[src/rtl/core/generation_tagged_page_slot_pool_top_macros.svh]
// ----------------------------------------------------------------------------
// Assertion macros for the page slot pool
// Concurrent checks written once here; they compile away under synthesis.
// ----------------------------------------------------------------------------
`ifndef GENERATION_TAGGED_PAGE_SLOT_POOL_TOP_MACROS_SVH
`define GENERATION_TAGGED_PAGE_SLOT_POOL_TOP_MACROS_SVH

`ifndef SYNTHESIS
// Check that cond holds at every clock edge outside reset.
`define GTPS_ASSERT_ALWAYS(lbl, clk, rst_n, cond) \
    lbl: assert property (@(posedge clk) disable iff (!(rst_n)) (cond)) \
        else $error("pool invariant violated");
// Check that cons holds in the same cycle as ante.
`define GTPS_ASSERT_IMPLY(lbl, clk, rst_n, ante, cons) \
    lbl: assert property (@(posedge clk) disable iff (!(rst_n)) (ante) |-> (cons)) \
        else $error("pool implication violated");
`else
`define GTPS_ASSERT_ALWAYS(lbl, clk, rst_n, cond)
`define GTPS_ASSERT_IMPLY(lbl, clk, rst_n, ante, cons)
`endif

`endif

[src/rtl/core/gtps_pkg.sv]
// ----------------------------------------------------------------------------
// gtps_pkg
// Shared types and codes of the generation tagged page slot pool.
// ----------------------------------------------------------------------------
`default_nettype none

package gtps_pkg;

    localparam int CNT_W    = 7;
    localparam int CMD_W    = 2;
    localparam int STATUS_W = 3;

    typedef enum logic [CMD_W-1:0] {
        CMD_RESERVE = 2'd0,
        CMD_COMMIT  = 2'd1,
        CMD_RELEASE = 2'd2,
        CMD_CHECK   = 2'd3
    } t_cmd;

    typedef enum logic [STATUS_W-1:0] {
        STAT_OK           = 3'd0,
        STAT_POOL_EXH     = 3'd1,
        STAT_GEN_EXH      = 3'd2,
        STAT_STALE        = 3'd3,
        STAT_REL_MISMATCH = 3'd4
    } t_status;

    typedef enum logic [1:0] {
        SLOT_FREE      = 2'd0,
        SLOT_RESERVED  = 2'd1,
        SLOT_PUBLISHED = 2'd2
    } t_slot_state;

    typedef enum logic [3:0] {
        S_IDLE,
        S_EMIT,
        S_SGL_EXEC,
        S_CHK_STK,
        S_CHK_MEM,
        S_CHK_TAG,
        S_POP_STK,
        S_POP_MEM,
        S_POP_WR
    } t_fsm;

    // Free stack controls.
    typedef struct packed {
        logic rd;
        logic push;
        logic drop;
    } t_stk_ctl;

    // Slot memory controls.
    typedef struct packed {
        logic rd;
        logic wr;
    } t_mem_ctl;

endpackage

`default_nettype wire

[src/rtl/core/gtps_tag_unit.sv]
// ----------------------------------------------------------------------------
// gtps_tag_unit
// Shared generation compare and increment unit.
// ----------------------------------------------------------------------------
`default_nettype none

module gtps_tag_unit import gtps_pkg::*; #(
    parameter int GEN_BITS = 32
) (
    input  wire logic [GEN_BITS-1:0] i_tag,
    input  wire logic [GEN_BITS-1:0] i_ref,
    input  wire logic                i_cmp_max,
    output logic                     o_eq,
    output logic [GEN_BITS-1:0]      o_inc
);

    logic [GEN_BITS-1:0] w_operand;

    // compare against the largest tag or the requester's tag
    assign w_operand = i_cmp_max ? {GEN_BITS{1'b1}} : i_ref;
    assign o_eq      = (i_tag == w_operand);
    assign o_inc     = i_tag + {{(GEN_BITS-1){1'b0}}, 1'b1};

endmodule

`default_nettype wire

[config.mk]
export PLATFORM = sky130hd
export DESIGN_NAME = gtps_tag_unit
export DESIGN_NICKNAME = d
export VERILOG_FILES = /design/src/rtl/core/generation_tagged_page_slot_pool_top_macros.svh /design/src/rtl/core/gtps_pkg.sv /design/src/rtl/core/gtps_tag_unit.sv
export SDC_FILE = /design/constraint.sdc
export NUM_CORES = 1
export LEC_CHECK = 0
export ABC_CLOCK_PERIOD_IN_PS = 6400
export BUFFER_PORTS_ARGS = -buffer_cell sky130_fd_sc_hd__buf_2
export CELL_PAD_IN_SITES_DETAIL_PLACEMENT = 2
export CELL_PAD_IN_SITES_GLOBAL_PLACEMENT = 2
export CORE_UTILIZATION = 23
export DETAILED_ROUTE_END_ITERATION = 10
export GPL_TIMING_DRIVEN = 1
export PLACE_DENSITY_LB_ADDON = 0.1
export SYNTH_ARGS = -nofsm -noshare
export SYNTH_HDL_FRONTEND = slang
export SYNTH_SLANG_ARGS = --single-unit
[constraint.sdc]
create_clock -name vclk -period 6.4
set_clock_uncertainty 0.1 [all_clocks]
set_input_delay 1.92 -clock vclk [all_inputs]
set_output_delay 1.92 -clock vclk [all_outputs]
set_load 0.02 [all_outputs]
Word level (Yosys, flattened, before mapping)
Cells that the tools add are included.
Storage, ports and cells
  memory bits (read-only): 0
  RAM bits: 0
  bits of input ports: 65
  logic and storage cells: 3
  memories: 0
  register bits after elaboration: 0
  bits in latches: 0
Operators by class
  shift operators: 0
  divide/modulo/power cells: 0
  reductions and logical operators: 0
  equal/unequal tests: 1
  bitwise operators: 0
  add/sub/neg operators: 1
  multiply operators: 0
  multiplexer cells: 1
  order comparisons: 0
Operators with widths (count)
  adder 32 x 1 -> 32 bit (second input constant): 1
  equality test 32 bit: 1
  2-to-1 mux 32 bit: 1

Depth between registers and ports, before layout
  depth in word-level cells: 2
  depth in mapped cells: 8

Worst setup path before layout
Ideal clock, no wire load.
  kind: input to output
  from: in i_tag[13]
  to: out o_inc[29]
  slack: 1.007 ns
  stages: 8
  arrival: 3.373 ns
  cells stage by stage: clkdlybuf4s15_2 -> and4_1 -> and2_1 -> buf_4 -> and3_1 -> buf_6 -> nand4_1 -> xnor2_1
On the way
  word-level cells in the longest chain between the ends: 1
Ends and longest elaborated chain
  from (decl): RTL line gtps_tag_unit.sv:10  | input wire logic [GEN_BITS-1:0] i_tag,
  adder 32 x 1 -> 32 bit: RTL line gtps_tag_unit.sv:22  | assign o_inc = i_tag + {{(GEN_BITS-1){1'b0}}, 1'b1};
  to (decl): RTL line gtps_tag_unit.sv:14  | output logic [GEN_BITS-1:0] o_inc
No other way between the ends.

Final worst setup path
  from: in i_cmp_max
  to: out o_eq
On the way
  word-level cells in the longest chain between the ends: 2
Ends and longest elaborated chain
  from (decl): RTL line gtps_tag_unit.sv:12  | input wire logic i_cmp_max,
  2-to-1 mux 32 bit: RTL line gtps_tag_unit.sv:20  | assign w_operand = i_cmp_max ? {GEN_BITS{1'b1}} : i_ref;
  equality test 32 bit: RTL line gtps_tag_unit.sv:21  | assign o_eq = (i_tag == w_operand);
  to (decl): RTL line gtps_tag_unit.sv:13  | output logic o_eq,
No other way between the ends.

==> reports/metrics.json <==
{
  "grt": {
    "globalRoute.totalOverflow": 0,
    "wire_length_of_the_first_global_routing_pass_mm": 8.956,
    "antenna_found_initial": 0,
    "number_of_global_route_vias_before_repair": 1927,
    "grt_start_max_net_pins": 41,
    "track_usage": 0.1706
  },
  "critical_path": {
    "end_kind": "output port",
    "worst_ep_required_time_ps": 4380,
    "timing.critical_path.fanout_max": 40,
    "slowest_cell_delay_on_critical_path_ps": 430,
    "critical_path_class": "in -> out",
    "crit_chain": "buf_2 -> nor4b_1 -> a22oi_1 -> a22oi_1 -> nand4_1 -> nor3_1 -> buf_2",
    "worstSetupStartpoint": "i_cmp_max",
    "critPathSlowestCell": "sky130_fd_sc_hd__nor4b_1",
    "cp.arrival_ps": 3580,
    "worst_setup_path_start_kind": "input pin",
    "worst_setup_path_endpoint": "o_eq"
  },
  "floorplan": {
    "num_io_pins": 98,
    "die_height_um": 80.79,
    "rows": 28,
    "die_area_um2": 6526,
    "initial_core_util": 0.2397,
    "core_um2": 5956,
    "die-width_um": 80.79
  },
  "sta": {
    "clock.fmax_ghz": 0.1785,
    "period_share": 0.8752,
    "timing_max_transition_violations_final": 0,
    "fin_tns_setup_ps": 0,
    "hold-worst-slack_ps": 4080,
    "report.final.setup_viol": 0,
    "report.final.hold_viol_count": 0,
    "slew_headroom": 0.5227,
    "worst_tran_pin_value_ps": 715.9,
    "finalWorstPathRequiredPeriod_ps": 5601,
    "rsz0062_at_grt": "false"
  },
  "layout": {
    "clock_buffers": 0,
    "ff_latch_area_um2": 0,
    "fin_nets": 360,
    "num_antenna_cells": 0,
    "seq_cells": 0,
    "layout.filler_cells": 757,
    "syn_to_final_growth_pct": 33.92,
    "multi_input_comb_area_um2": 1320,
    "final_layout_size_suffix_gt1_frac": 0.3664
  },
  "yosys": {
    "avgSynthCellArea_um2": 6.831,
    "synth_cell_types": 35,
    "yosys.cell_count.top_type": "sky130_fd_sc_hd__xnor2_1",
    "synthTopCellsByCount": "sky130_fd_sc_hd__xnor2_1, sky130_fd_sc_hd__a21oi_1, sky130_fd_sc_hd__nand2_1, sky130_fd_sc_hd__nand3_1, sky130_fd_sc_hd__nor2_1",
    "syn-num-nets": 275,
    "synth_area_leader_cell": "sky130_fd_sc_hd__xnor2_1",
    "post_synth_inst_count": 209,
    "synth.cell_area_um2": 1428,
    "yosysSeqAreaShare": 0,
    "post-synth-top-area-fraction": 0.2454,
    "yosys_warnings": 0,
    "netlist_top_cells_area": "sky130_fd_sc_hd__xnor2_1, sky130_fd_sc_hd__a21oi_1, sky130_fd_sc_hd__nand3_1, sky130_fd_sc_hd__nor4bb_1, sky130_fd_sc_hd__a22oi_1"
  },
  "job": {
    "maxCapViolations": 0
  },
  "worst_hold_path": {
    "timing.hold.worst.class": "in -> out"
  },
  "detailed_routing": {
    "drt-vias-per-instance": 5.166,
    "drtAntennaViolNets": 0,
    "drt_first_iter_violations": 24,
    "dr_total_vias": 1896,
    "drt_first_pass_iters": 4,
    "wl_mm": 5.643,
    "drt-wirelength-per-cell_um": 15.38,
    "detail_route.drc_violations": 0
  },
  "cts": {
    "cts_hold_buf": 0,
    "ctsResizeCount": 0,
    "postCtsSetupRepairBufs": 0
  },
  "place": {
    "gpl.final_weighted_congestion": 0.7502,
    "numPortBuffers": 98,
    "dp_hpwl_mm": 4.744
  },
  "power": {
    "total_leakage_power_nw": 0.8205,
    "powerDensity_nw_per_um2": 63.29,
    "peak_ir_drop_on_the_vdd_network_uv": 21.32
  },
  "run_status": {
    "result_of_the_run": "finished, final reports clean"
  }
}
[worst max-delay path, delay by kind of cell]
| family | cells | cell delay, ps |
|---|---|---|
| compound gates | 2 | 340 |
| buf+inv | 2 | 530 |
| simple gates | 3 | 780 |
[cells by family (layout without fill, tap and decap cells)]
family | Yosys count | count (layout) | share of synthesized area
xor gates and xnor gates | 46 | 46 | 0.2822
buffers and inverters | 17 | 100 | 0.07537
AOI/OAI and AO/OA | 43 | 43 | 0.1884
and+or+nand+nor | 102 | 102 | 0.4452
adders and majority gates | 1 | 1 | 0.008763
[worst min-delay path by stage]
stage | start | endpoint | slack (ps) | cells after the start
2_1_floorplan | i_tag[0] | o_inc[0] | 3820 | 1
3_3_place_gp | i_tag[0] | o_inc[0] | 4080 | 3
3_5_place_dp | i_tag[0] | o_inc[0] | 4080 | 3
4_1_cts | i_tag[0] | o_inc[0] | 4080 | 3
5_1_grt | i_tag[0] | o_inc[0] | 4110 | 3
6_report | i_tag[0] | o_inc[0] | 4080 | 3
[power by group]
group	internal (mW)	switching [mW]
Clock	0	0
Sequential	0	0
Combinational	0.0502	0.0708
Total	0.0502	0.0708
[metrics by stage]
| stage | instance area (um2) | cells | power [mW] | worst slack [ps] | utilization |
|---|---|---|---|---|---|
| 2_1_floorplan | 1428 | 209 | 0.06887 | 1007 | - |
| 4_1_cts | 1912 | 367 | 0.1227 | 753.2 | 0.3210 |
| 3_3_place_gp | 1912 | 367 | 0.1199 | 770.2 | 0.3210 |
| 5_1_grt | 1912 | 367 | 0.1331 | 537.3 | 0.3210 |
| 3_5_place_dp | 1912 | 367 | 0.1220 | 776.2 | 0.3210 |
| 6_report | 1912 | 367 | 0.1210 | 798.8 | 0.3210 |
[cell type report]
class / instances / share of cell area
Timing Repair Buffer: 98 / 0.2565
Inverter: 2 / 0.003927
Tap cell: 75 / 0.04908
Multi-Input combinational cell: 192 / 0.6904
[cells in the final DEF (no fill, tap or decap), types with 2 or more instances in the layout]
cell                        n
sky130_fd_sc_hd__and3_2     2
sky130_fd_sc_hd__buf_2     98
sky130_fd_sc_hd__and2_1     3
sky130_fd_sc_hd__nand3_1   18
sky130_fd_sc_hd__xnor2_1   40
sky130_fd_sc_hd__a22oi_1    9
sky130_fd_sc_hd__and2_2     2
sky130_fd_sc_hd__nor4bb_1   7
sky130_fd_sc_hd__a21oi_1   18
sky130_fd_sc_hd__and3_1     7
sky130_fd_sc_hd__nand2_1   18
sky130_fd_sc_hd__nor3_4     2
sky130_fd_sc_hd__xor2_1     6
sky130_fd_sc_hd__a21o_1     6
sky130_fd_sc_hd__nor4b_1    6
sky130_fd_sc_hd__nand4_1   10
sky130_fd_sc_hd__nor2_1    12
sky130_fd_sc_hd__nor3_1     7
sky130_fd_sc_hd__inv_1      2
sky130_fd_sc_hd__o22ai_1    9
[layer usage]
metal	vias to the layer above	global-route usage	routed length [um]
met4	0	0.005357	21
met5	-	0	0
met1	901	0.2161	2525
met3	2	0.007865	280
li1	938	-	-
met2	55	0.3314	2815
Note: power is estimated with default switching activity, not from simulation.
